### src/rtl/core/spq_pkg.sv
// ----------------------------------------------------------------------------
// Sorted priority queue package
// Shared types, codes and widths for the queue cells and the top level.
// ----------------------------------------------------------------------------
`timescale 1ns / 1ps
`default_nettype none

package spq_pkg;

    // Default number of cells in the chain.
    localparam int DEPTH_DEFAULT = 16;

    // Fixed field widths.
    localparam int VALUE_W  = 32;
    localparam int PRIO_W   = 16;
    localparam int COUNT_W  = 5;
    localparam int STATUS_W = 2;
    localparam int S_DATA_W = 48;
    localparam int M_DATA_W = 56;

    // Operation codes carried on the input tuser.
    typedef enum logic {
        OP_INSERT = 1'b0,
        OP_REMOVE = 1'b1
    } op_t;

    // Result status codes carried on the output tuser.
    typedef enum logic [STATUS_W-1:0] {
        ST_DONE     = 2'd0,
        ST_FULL     = 2'd1,
        ST_NO_MATCH = 2'd2
    } status_t;

    // One stored entry as handed between neighboring cells.
    typedef struct packed {
        logic                      valid;
        logic signed [VALUE_W-1:0] value;
        logic [PRIO_W-1:0]         prio;
    } entry_t;

    // Command broadcast to every cell.
    typedef struct packed {
        logic                      en;
        op_t                       op;
        logic signed [VALUE_W-1:0] value;
        logic [PRIO_W-1:0]         prio;
    } cmd_t;

    // Decision chain running from the head cell toward the tail.
    typedef struct packed {
        logic ins_gt;   // this cell or one nearer the head takes the new entry
        logic rm_hit;   // a match was found at this cell or nearer the head
    } link_t;

endpackage

`default_nettype wire

### src/rtl/core/spq_cell.sv
// ----------------------------------------------------------------------------
// Sorted priority queue cell
// Holds one entry and decides locally whether to keep it, take the new entry,
// take the left neighbor (insert shift) or take the right neighbor (remove).
// ----------------------------------------------------------------------------
`timescale 1ns / 1ps
`default_nettype none

module spq_cell (
    input  wire logic           aclk,
    input  wire logic           aresetn,
    input  spq_pkg::cmd_t       cmd,
    input  spq_pkg::entry_t     left_entry,
    input  spq_pkg::entry_t     right_entry,
    input  spq_pkg::link_t      link_in,
    output spq_pkg::link_t      link_out,
    output spq_pkg::entry_t     entry,
    output spq_pkg::entry_t     entry_next
);

    logic                               valid_reg;
    logic signed [spq_pkg::VALUE_W-1:0] value_reg;
    logic [spq_pkg::PRIO_W-1:0]         prio_reg;

    logic below;
    logic match;

    // Local compares against the broadcast command.
    always_comb begin
        below           = valid_reg && (prio_reg < cmd.prio);
        match           = valid_reg && (value_reg == cmd.value);
        link_out.ins_gt = !below;
        link_out.rm_hit = link_in.rm_hit | match;
    end

    assign entry = '{valid: valid_reg, value: value_reg, prio: prio_reg};

    // Next contents: hold, take new, shift from left or shift from right.
    always_comb begin
        entry_next = entry;
        if (cmd.en) begin
            case (cmd.op)
                spq_pkg::OP_INSERT: begin
                    if (link_in.ins_gt) begin
                        entry_next = left_entry;
                    end else if (!below) begin
                        entry_next = '{valid: 1'b1, value: cmd.value, prio: cmd.prio};
                    end
                end
                spq_pkg::OP_REMOVE: begin
                    if (link_out.rm_hit) begin
                        entry_next = right_entry;
                    end
                end
                default: begin
                    entry_next = entry;
                end
            endcase
        end
    end

    // Valid flag is control state; the payload needs no reset.
    always_ff @(posedge aclk) begin
        if (!aresetn) begin
            valid_reg <= 1'b0;
        end else begin
            valid_reg <= entry_next.valid;
        end
    end

    always_ff @(posedge aclk) begin
        value_reg <= entry_next.value;
        prio_reg  <= entry_next.prio;
    end

endmodule

`default_nettype wire

### src/rtl/core/sorted_priority_queue.sv
// Result: a result word is registered and appears in the cycle after its input is accepted.
// Throughput: one insert or remove per cycle while results are taken; all cells
// compare and shift in the same cycle; the output register holds a result until taken.
// Reset: aresetn low clears all cell valid flags, the occupancy count and the
// output valid; the queue comes out of reset empty and ready at once.
// ----------------------------------------------------------------------------
// Sorted priority queue
// A chain of DEPTH cells kept in ascending priority order, with insert by
// local compare and shift and remove of the first matching value.
// ----------------------------------------------------------------------------
`timescale 1ns / 1ps
`default_nettype none

module sorted_priority_queue #(
    parameter int DEPTH = spq_pkg::DEPTH_DEFAULT
) (
    input  wire logic                          aclk,
    input  wire logic                          aresetn,
    // Input stream.
    input  wire logic                          s_tvalid,
    output logic                               s_tready,
    input  wire logic [spq_pkg::S_DATA_W-1:0]  s_tdata,  // value[31:0], priority_req[47:32]
    input  wire logic [0:0]                    s_tuser,  // op[0]
    // Result stream.
    output logic                               m_tvalid,
    input  wire logic                          m_tready,
    output logic [spq_pkg::M_DATA_W-1:0]       m_tdata,  // count[4:0], head_valid[5],
                                                         // head_value[37:6],
                                                         // head_priority[53:38], zero[55:54]
    output logic [spq_pkg::STATUS_W-1:0]       m_tuser   // status[1:0]
);

    localparam int CntW = $clog2(DEPTH + 1);

    spq_pkg::cmd_t   cmd;
    spq_pkg::link_t  link  [DEPTH+1];
    spq_pkg::entry_t ent   [DEPTH];
    spq_pkg::entry_t nxt   [DEPTH];

    logic            s_accept;
    logic            full;
    logic            found;
    spq_pkg::op_t    op;

    logic [CntW-1:0] occ_reg;
    logic [CntW-1:0] occ_next;

    logic                                m_tvalid_reg;
    spq_pkg::status_t                    status_reg;
    spq_pkg::status_t                    status_next;
    logic [spq_pkg::COUNT_W-1:0]         count_reg;
    spq_pkg::entry_t                     head_reg;

    // Input handshake: a new word is taken whenever the output slot frees up,
    // and never while reset is held.
    assign s_tready = aresetn && (!m_tvalid_reg || m_tready);
    assign s_accept = s_tvalid && s_tready;
    assign op       = spq_pkg::op_t'(s_tuser[0]);
    assign full     = ent[DEPTH-1].valid;
    assign found    = link[DEPTH].rm_hit;

    // Broadcast command; an insert into a full queue changes nothing.
    always_comb begin
        cmd.en    = s_accept && !((op == spq_pkg::OP_INSERT) && full);
        cmd.op    = op;
        cmd.value = s_tdata[spq_pkg::VALUE_W-1:0];
        cmd.prio  = s_tdata[spq_pkg::VALUE_W +: spq_pkg::PRIO_W];
    end

    assign link[0] = '0;

    // The chain of cells, head at index zero.
    for (genvar i = 0; i < DEPTH; i++) begin : g_cell
        spq_pkg::entry_t left_w;
        spq_pkg::entry_t right_w;

        if (i == 0) begin : g_head
            assign left_w = '0;
        end else begin : g_mid_l
            assign left_w = ent[i-1];
        end

        if (i == DEPTH - 1) begin : g_tail
            assign right_w = '0;
        end else begin : g_mid_r
            assign right_w = ent[i+1];
        end

        spq_cell u_cell (
            .aclk        (aclk),
            .aresetn     (aresetn),
            .cmd         (cmd),
            .left_entry  (left_w),
            .right_entry (right_w),
            .link_in     (link[i]),
            .link_out    (link[i+1]),
            .entry       (ent[i]),
            .entry_next  (nxt[i])
        );
    end

    // Occupancy and result status.
    always_comb begin
        occ_next    = occ_reg;
        status_next = spq_pkg::ST_DONE;
        case (op)
            spq_pkg::OP_INSERT: begin
                if (full) begin
                    status_next = spq_pkg::ST_FULL;
                end else begin
                    occ_next = occ_reg + CntW'(1);
                end
            end
            spq_pkg::OP_REMOVE: begin
                if (!found) begin
                    status_next = spq_pkg::ST_NO_MATCH;
                end else begin
                    occ_next = occ_reg - CntW'(1);
                end
            end
            default: begin
                occ_next = occ_reg;
            end
        endcase
    end

    always_ff @(posedge aclk) begin
        if (!aresetn) begin
            occ_reg      <= '0;
            m_tvalid_reg <= 1'b0;
        end else begin
            if (s_accept) begin
                occ_reg <= occ_next;
            end
            if (s_accept) begin
                m_tvalid_reg <= 1'b1;
            end else if (m_tready) begin
                m_tvalid_reg <= 1'b0;
            end
        end
    end

    // Result payload, captured from the head cell's next contents.
    always_ff @(posedge aclk) begin
        if (s_accept) begin
            status_reg <= status_next;
            count_reg  <= spq_pkg::COUNT_W'(occ_next);
            if (nxt[0].valid) begin
                head_reg <= nxt[0];
            end else begin
                head_reg <= '0;
            end
        end
    end

    assign m_tvalid = m_tvalid_reg;
    assign m_tuser  = status_reg;
    assign m_tdata  = {2'b00, head_reg.prio, head_reg.value, head_reg.valid, count_reg};

endmodule

`default_nettype wire

### config.mk
export PLATFORM = sky130hd
export DESIGN_NAME = sorted_priority_queue
export DESIGN_NICKNAME = d
export VERILOG_FILES = /design/src/rtl/core/spq_pkg.sv /design/src/rtl/core/spq_cell.sv /design/src/rtl/core/sorted_priority_queue.sv
export SDC_FILE = /design/constraint.sdc
export NUM_CORES = 2
export LEC_CHECK = 0
export ABC_AREA = 1
export BUFFER_PORTS_ARGS = -buffer_cell sky130_fd_sc_hd__buf_2
export CORE_MARGIN = 2
export CORE_UTILIZATION = 57
export DETAILED_ROUTE_END_ITERATION = 8
export PLACE_DENSITY = 0.78
export SLEW_MARGIN = 20
export SYNTH_ARGS = -nofsm -noshare
export SYNTH_HDL_FRONTEND = slang
export SYNTH_SLANG_ARGS = --single-unit
### constraint.sdc
create_clock -name aclk -period 3.6 [get_ports aclk]
set_input_delay 0.18 -clock aclk [delete_from_list [all_inputs] [get_ports aclk]]
set_output_delay 0.18 -clock aclk [all_outputs]
set_load 0.01 [all_outputs]
# Yosys cells after proc, flatten, opt, wreduce, memory -nomap -nowiden
# Cells that the tools add are included.
# totals
word_cells	263
register_bits	846
# op_classes
addsub	2
mux	73
n_lt_le_gt_ge	16
bitwise	16
n_reduce_logical	55
eq_ne	46
# ops
operator	count
49-bit two-way mux	49
49-bit one-hot mux with 2 select lines	16
32-bit equality test	16
16-bit less-than comparator	16
3-bit inequality test (second input constant)	15
3-bit AND reduction	15
1-bit logical AND	36
2-bit by 1-bit inequality test with 1-bit output (second input constant)	15
1-bit OR	15
5-bit two-way mux	2
5-bit one-hot mux with 2 select lines	1
5-bit by 1-bit adder with 5-bit output (second input constant)	1
5-bit by 1-bit subtractor with 5-bit output (second input constant)	1
2-bit one-hot mux with 2 select lines	1
1-bit two-way mux	3
1-bit logical NOT	2
2-bit two-way mux	1
2-bit nonzero test	1
1-bit logical OR	1
1-bit inverter	1

# Longest topological paths before layout
# depth
word_depth	19
depth_mapped	21
mapped_depth_nobuf	19

# Cells and area by module
# Synthesis repeated with hierarchy kept, for this count alone.
# hier_totals
hier_cells	16585
area_unflattened_um2	86441.7
# modules_own_cells
module	cells_each	seq_area_each_um2	n_inst	area_each_um2
spq_cell (g_cell[13].u_cell ...)	1021	980.9	12	5233.8
spq_cell (g_cell[0].u_cell ...)	1023	980.9	4	5265.0
sorted_priority_queue	241	1801.7	1	2576.2

# Least setup slack after synthesis
# No wires, ideal clock.
# synth_path
kind	in2reg
from	input port s_tdata[39] in the netlist's numbering
to	register g_cell[1].u_cell.valid_reg
setup_time_ns	0.082
setup_slack_ns	-0.393
path_buffers	1
t_arrival_ns	3.912
required_time_ns	3.518
path_stages	13
path_cell_list	inv_1 > ha_1 > nand2_1 > inv_1 > nand3_1 > a21oi_1 > o211ai_2 > nand3_2 > buf_2 > nor2_1 > nor2_1 > o21ai_0 > a31oi_1
# synth_between
elab_chain_len	4
elab_cells_between_ends	8
classes_between	order compare (2); eq/ne (1); mux (2); reduce/logical (3)
# synth_rtl
item	line_no	text
from (decl)	sorted_priority_queue.sv:22	input wire logic [spq_pkg::S_DATA_W-1:0] s_tdata,
16-bit less-than comparator	spq_cell.sv:30	below = valid_reg && (prio_reg < cmd.prio);
1-bit logical AND	spq_cell.sv:30	
3-bit inequality test (no source line) or 49-bit two-way mux (tied branches)	n/a	
3-bit AND reduction (no source line) or 49-bit one-hot mux with 2 select lines (tied branches)	n/a	
to (signal assigned)	spq_cell.sv:67	valid_reg <= entry_next.valid;
to (decl)	spq_cell.sv:21	logic valid_reg;
# Several ways; a longest one is shown, not always the timed one.
# A chain may end at the register's enable or synchronous reset.

# Worst setup path after layout
# layout_path
from	register g_cell[1].u_cell.value_reg[27] in the netlist's numbering
to	register g_cell[13].u_cell.prio_reg[12] in the netlist's numbering, enable pin
# layout_between
elab_chain_len	17
# layout_rtl
item	line_no	text
from (decl)	spq_cell.sv:22	logic signed [spq_pkg::VALUE_W-1:0] value_reg;
from (signal assigned)	spq_cell.sv:72	value_reg <= entry_next.value;
32-bit equality test	spq_cell.sv:31	match = valid_reg && (value_reg == cmd.value);
1-bit logical AND	spq_cell.sv:31	
1-bit OR (13 in a row)	spq_cell.sv:33	link_out.rm_hit = link_in.rm_hit | match;
2-bit by 1-bit inequality test with 1-bit output (no source line)	n/a	
3-bit AND reduction (no source line)	n/a	
to (signal assigned)	spq_cell.sv:73	prio_reg <= entry_next.prio;
to (decl)	spq_cell.sv:23	logic [spq_pkg::PRIO_W-1:0] prio_reg;
# Every way passes these cells.

==> impl_metrics.csv <==
group,metric,value,unit
run_status,status,"finished clean",
timing,setup_tns,0,ps
routing,vias_per_cell,6.28,
finish,layout_commonest_cell,"o21ai_0",
floorplan,fp.dieW,315,um
synth,yosysUniqueCellTypes,51,
clocking,cts-root-buf,"clkbuf_16",
clocking,cts_tree,"yes",
setup_path,crit_path_top_delay_cell,"xnor2_1",
synth,synth_cells,6973,
clocking,cts.sinks,846,
setup_path,start_kind,"register",
clocking,cts_buffer_depth,3,
routing,vias,51965,
routing,ant_nets,0,
timing,finalSetupViolCount,0,
routing,wirelength,195000,um
synth,synth_edf_count,776,
finish,largest_reg_flops,512,
timing,worst_slack,250,ps
timing,clock.fmax,0.299,GHz
hold_path,hp-start,"s_tdata[5]",
floorplan,start_util,57.3,%
setup_path,r2r_start,"g_cell[1].u_cell.value_reg[27]",
clocking,cts_setup_buffers,0,
clocking,cts_inserted_buffers,98,
clocking,clk_pin_slew,60,ps
routing,drt-pass1-iter-count,8,
setup_path,critPathRequiredTime,3960,ps
grt,grt_pass1_vias,48043,
power_and_ir_drop,ir_drop,0.000349,V
synth,synthTopCellsByArea,"edfxtp_1 (42%), o21ai_0 (12%), a21oi_1 (7.9%), nand2_1 (6.4%), inv_1 (5.8%)",
routing,drtIter0Drc,8223,
finish,fin_nets,7193,
timing,post-route-period-util,93.0,%
floorplan,pin_count,113,
timing,worst_slew_margin_rel,37.2,%
grt,grt-ovfl-total,0,
finish,drive_gt1_share,8.16,%
synth,ys_seq_elements,846,
timing,tightest_slew,942,ps
setup_path,r2r_slack,250,ps
power_and_ir_drop,finalPower,25.8,mW
synth,synth_top_cell_area_share,42.2,%
routing,avgRoutedWirePerCell,23.6,um
timing,fin_crit,3350,ps
floorplan,die_h,315,um
placed_design,port_buffers,110,
grt,antenna_found_initial,1,
hold_path,hp-class,"input port to register",
synth,yosysWarnings,0,
power_and_ir_drop,pwr_density_cell,425,mW/mm2
timing,hold_viol,0,
synth,synthFlopType,"edfxtp_1",
power_and_ir_drop,leakage,24.8,nW
setup_path,crit_path_frequent_cell,"nand3_1",
floorplan,core,0.0963,mm2
timing,finalClockSkew,34.7,ps
finish,mostFrequentLayoutCells,"o21ai_0 (1283), nand2_1 (948), a21oi_1 (868)",
floorplan,placementRows,114,
floorplan,dieArea,0.0994,mm2
clocking,clk_latency,700,ps
setup_path,critPathMaxStageDelay,640,ps
setup_path,cp-end-kind,"register",
placed_design,dp_hpwl,146000,um
setup_path,worstPathMaxFanout,16,
synth,async_flop_share,0,%
flow_run,cap_violations,0,
grt,grt_pass1_wl,291000,um
synth,yosysSeqAreaShare,44.8,%
setup_path,crit_chain,"xnor2_1, nand3_1, nor2_1, nand3_1, nand2_2, inv_2, nand2_2, nor2_4, nand3_1, nand2_1, nand2_1, o21ai_1, inv_2, buf_4",
finish,syn2layout_area_growth,9.91,%
grt,grt_max_degree,174,
grt,grt_usage,38.5,%
placed_design,place.gp.congestion,1.09,
timing,slew_viol_final,0,
synth,synth_top_cell_by_area,"edfxtp_1",
finish,diodes,0,
clocking,cts-htree-levels,3,
setup_path,startpoint,"g_cell[1].u_cell.value_reg[27]",
synth,netlist_area,0.0552,mm2
setup_path,path_class,"register to register",
routing,route.detailed.drc,0,
synth,avgSynthCellArea,7.92,um2
setup_path,cp.arrival,3710,ps
placed_design,dp_slack,260,ps
timing,rsz0062_at_grt,"false",
cell type report:
type,count,area (um2)
clock inverter,45,445
tap,1276,1600
fill,8203,35600
inverter,894,3370
timing repair buffer,351,3070
clock buffer,136,2710
multi-input combinational,4722,24800
sequential,846,24700
worst paths after layout:
| path | to | cells past startpoint |
|---|---|---|
| max | g_cell[13].u_cell.prio_reg[12] | 14 |
| min | g_cell[1].u_cell.value_reg[5] | 3 |
| max reg2reg | g_cell[13].u_cell.prio_reg[12] | 14 |
| min reg2reg | occ_reg[4] | 2 |
cells by family (layout without fill, tap and decap cells):
logic type,Yosys count,in the layout,synth area share (%)
AOI/OAI and AO/OA,2675,2675,24.8
and+or+nand+nor,1715,1715,13.2
buffers and inverters,1406,1426,10.5
DFF,846,846,44.8
adders and majority gates,227,227,5.15
xor gates and xnor gates,103,103,1.63
other,1,2,0.00679
per-layer routing:
| metal | GRT usage (%) | up-vias | share of wire [%] |
|---|---|---|---|
| li1 | - | 24009 | - |
| met2 | 56.4 | 3456 | 42 |
| met4 | 24.9 | 2 | 7.4 |
| met1 | 52.2 | 23898 | 39 |
| met3 | 7.18 | 600 | 12 |
| met5 | 0 | - | 0.0062 |
Yosys cell counts, types with 3 or more instances:
cell type and number:
o2111ai_1 3, inv_1 857, nand2_1 948, dfxtp_1 70, inv_2 33, and2_1 3, nand3_2 14, nor2_2 8
xor2_1 43, nand3_1 159, xnor2_1 60, o211ai_2 8, nor3_1 33, edfxtp_1 776, o21ai_0 1283, buf_4 38
nand2_2 3, nor2_1 387, o211ai_1 9, a21o_1 4, ha_1 227, nor4_1 21, a21oi_1 868, o221ai_1 5
buf_2 99, o22ai_1 89, buf_6 35, nand4_1 123, nand3b_1 6, buf_1 75, o21ai_1 386, o31ai_1 10
a211oi_1 5, clkbuf_1 264
metrics by stage:
stage          cells  utilization (%)  area [um2]  hold WS (ps)
2_1_floorplan   6974                -       55200           297
3_3_place_gp    8079             59.6       57400           406
3_5_place_dp    8079             59.6       57400           422
4_1_cts         8270             63.0       60700          1.66
5_1_grt         8270             63.0       60700          31.4
6_report        8270             63.0       60700          38.5
critical path: cells and delay by family, from the launching register on:
| family | cells | cell delay [ps] |
|---|---|---|
| and+or+nand+nor | 9 | 1370 |
| xor gates and xnor gates | 1 | 640 |
| DFF | 1 | 440 |
| buffers and inverters | 3 | 440 |
| AOI/OAI and AO/OA | 1 | 110 |
power breakdown:
group          switching, mW  internal, mW
Sequential             0.376          11.3
Combinational           2.81          1.24
Clock                   4.20          5.87
Total                   7.39          18.4
repair_timing:
action                    4_1_cts  5_1_grt
resized for setup               0        0
hold endpoints to repair       22        0
hold buffers                   10        0
No activity file was read; power rests on OpenSTA's default activity.
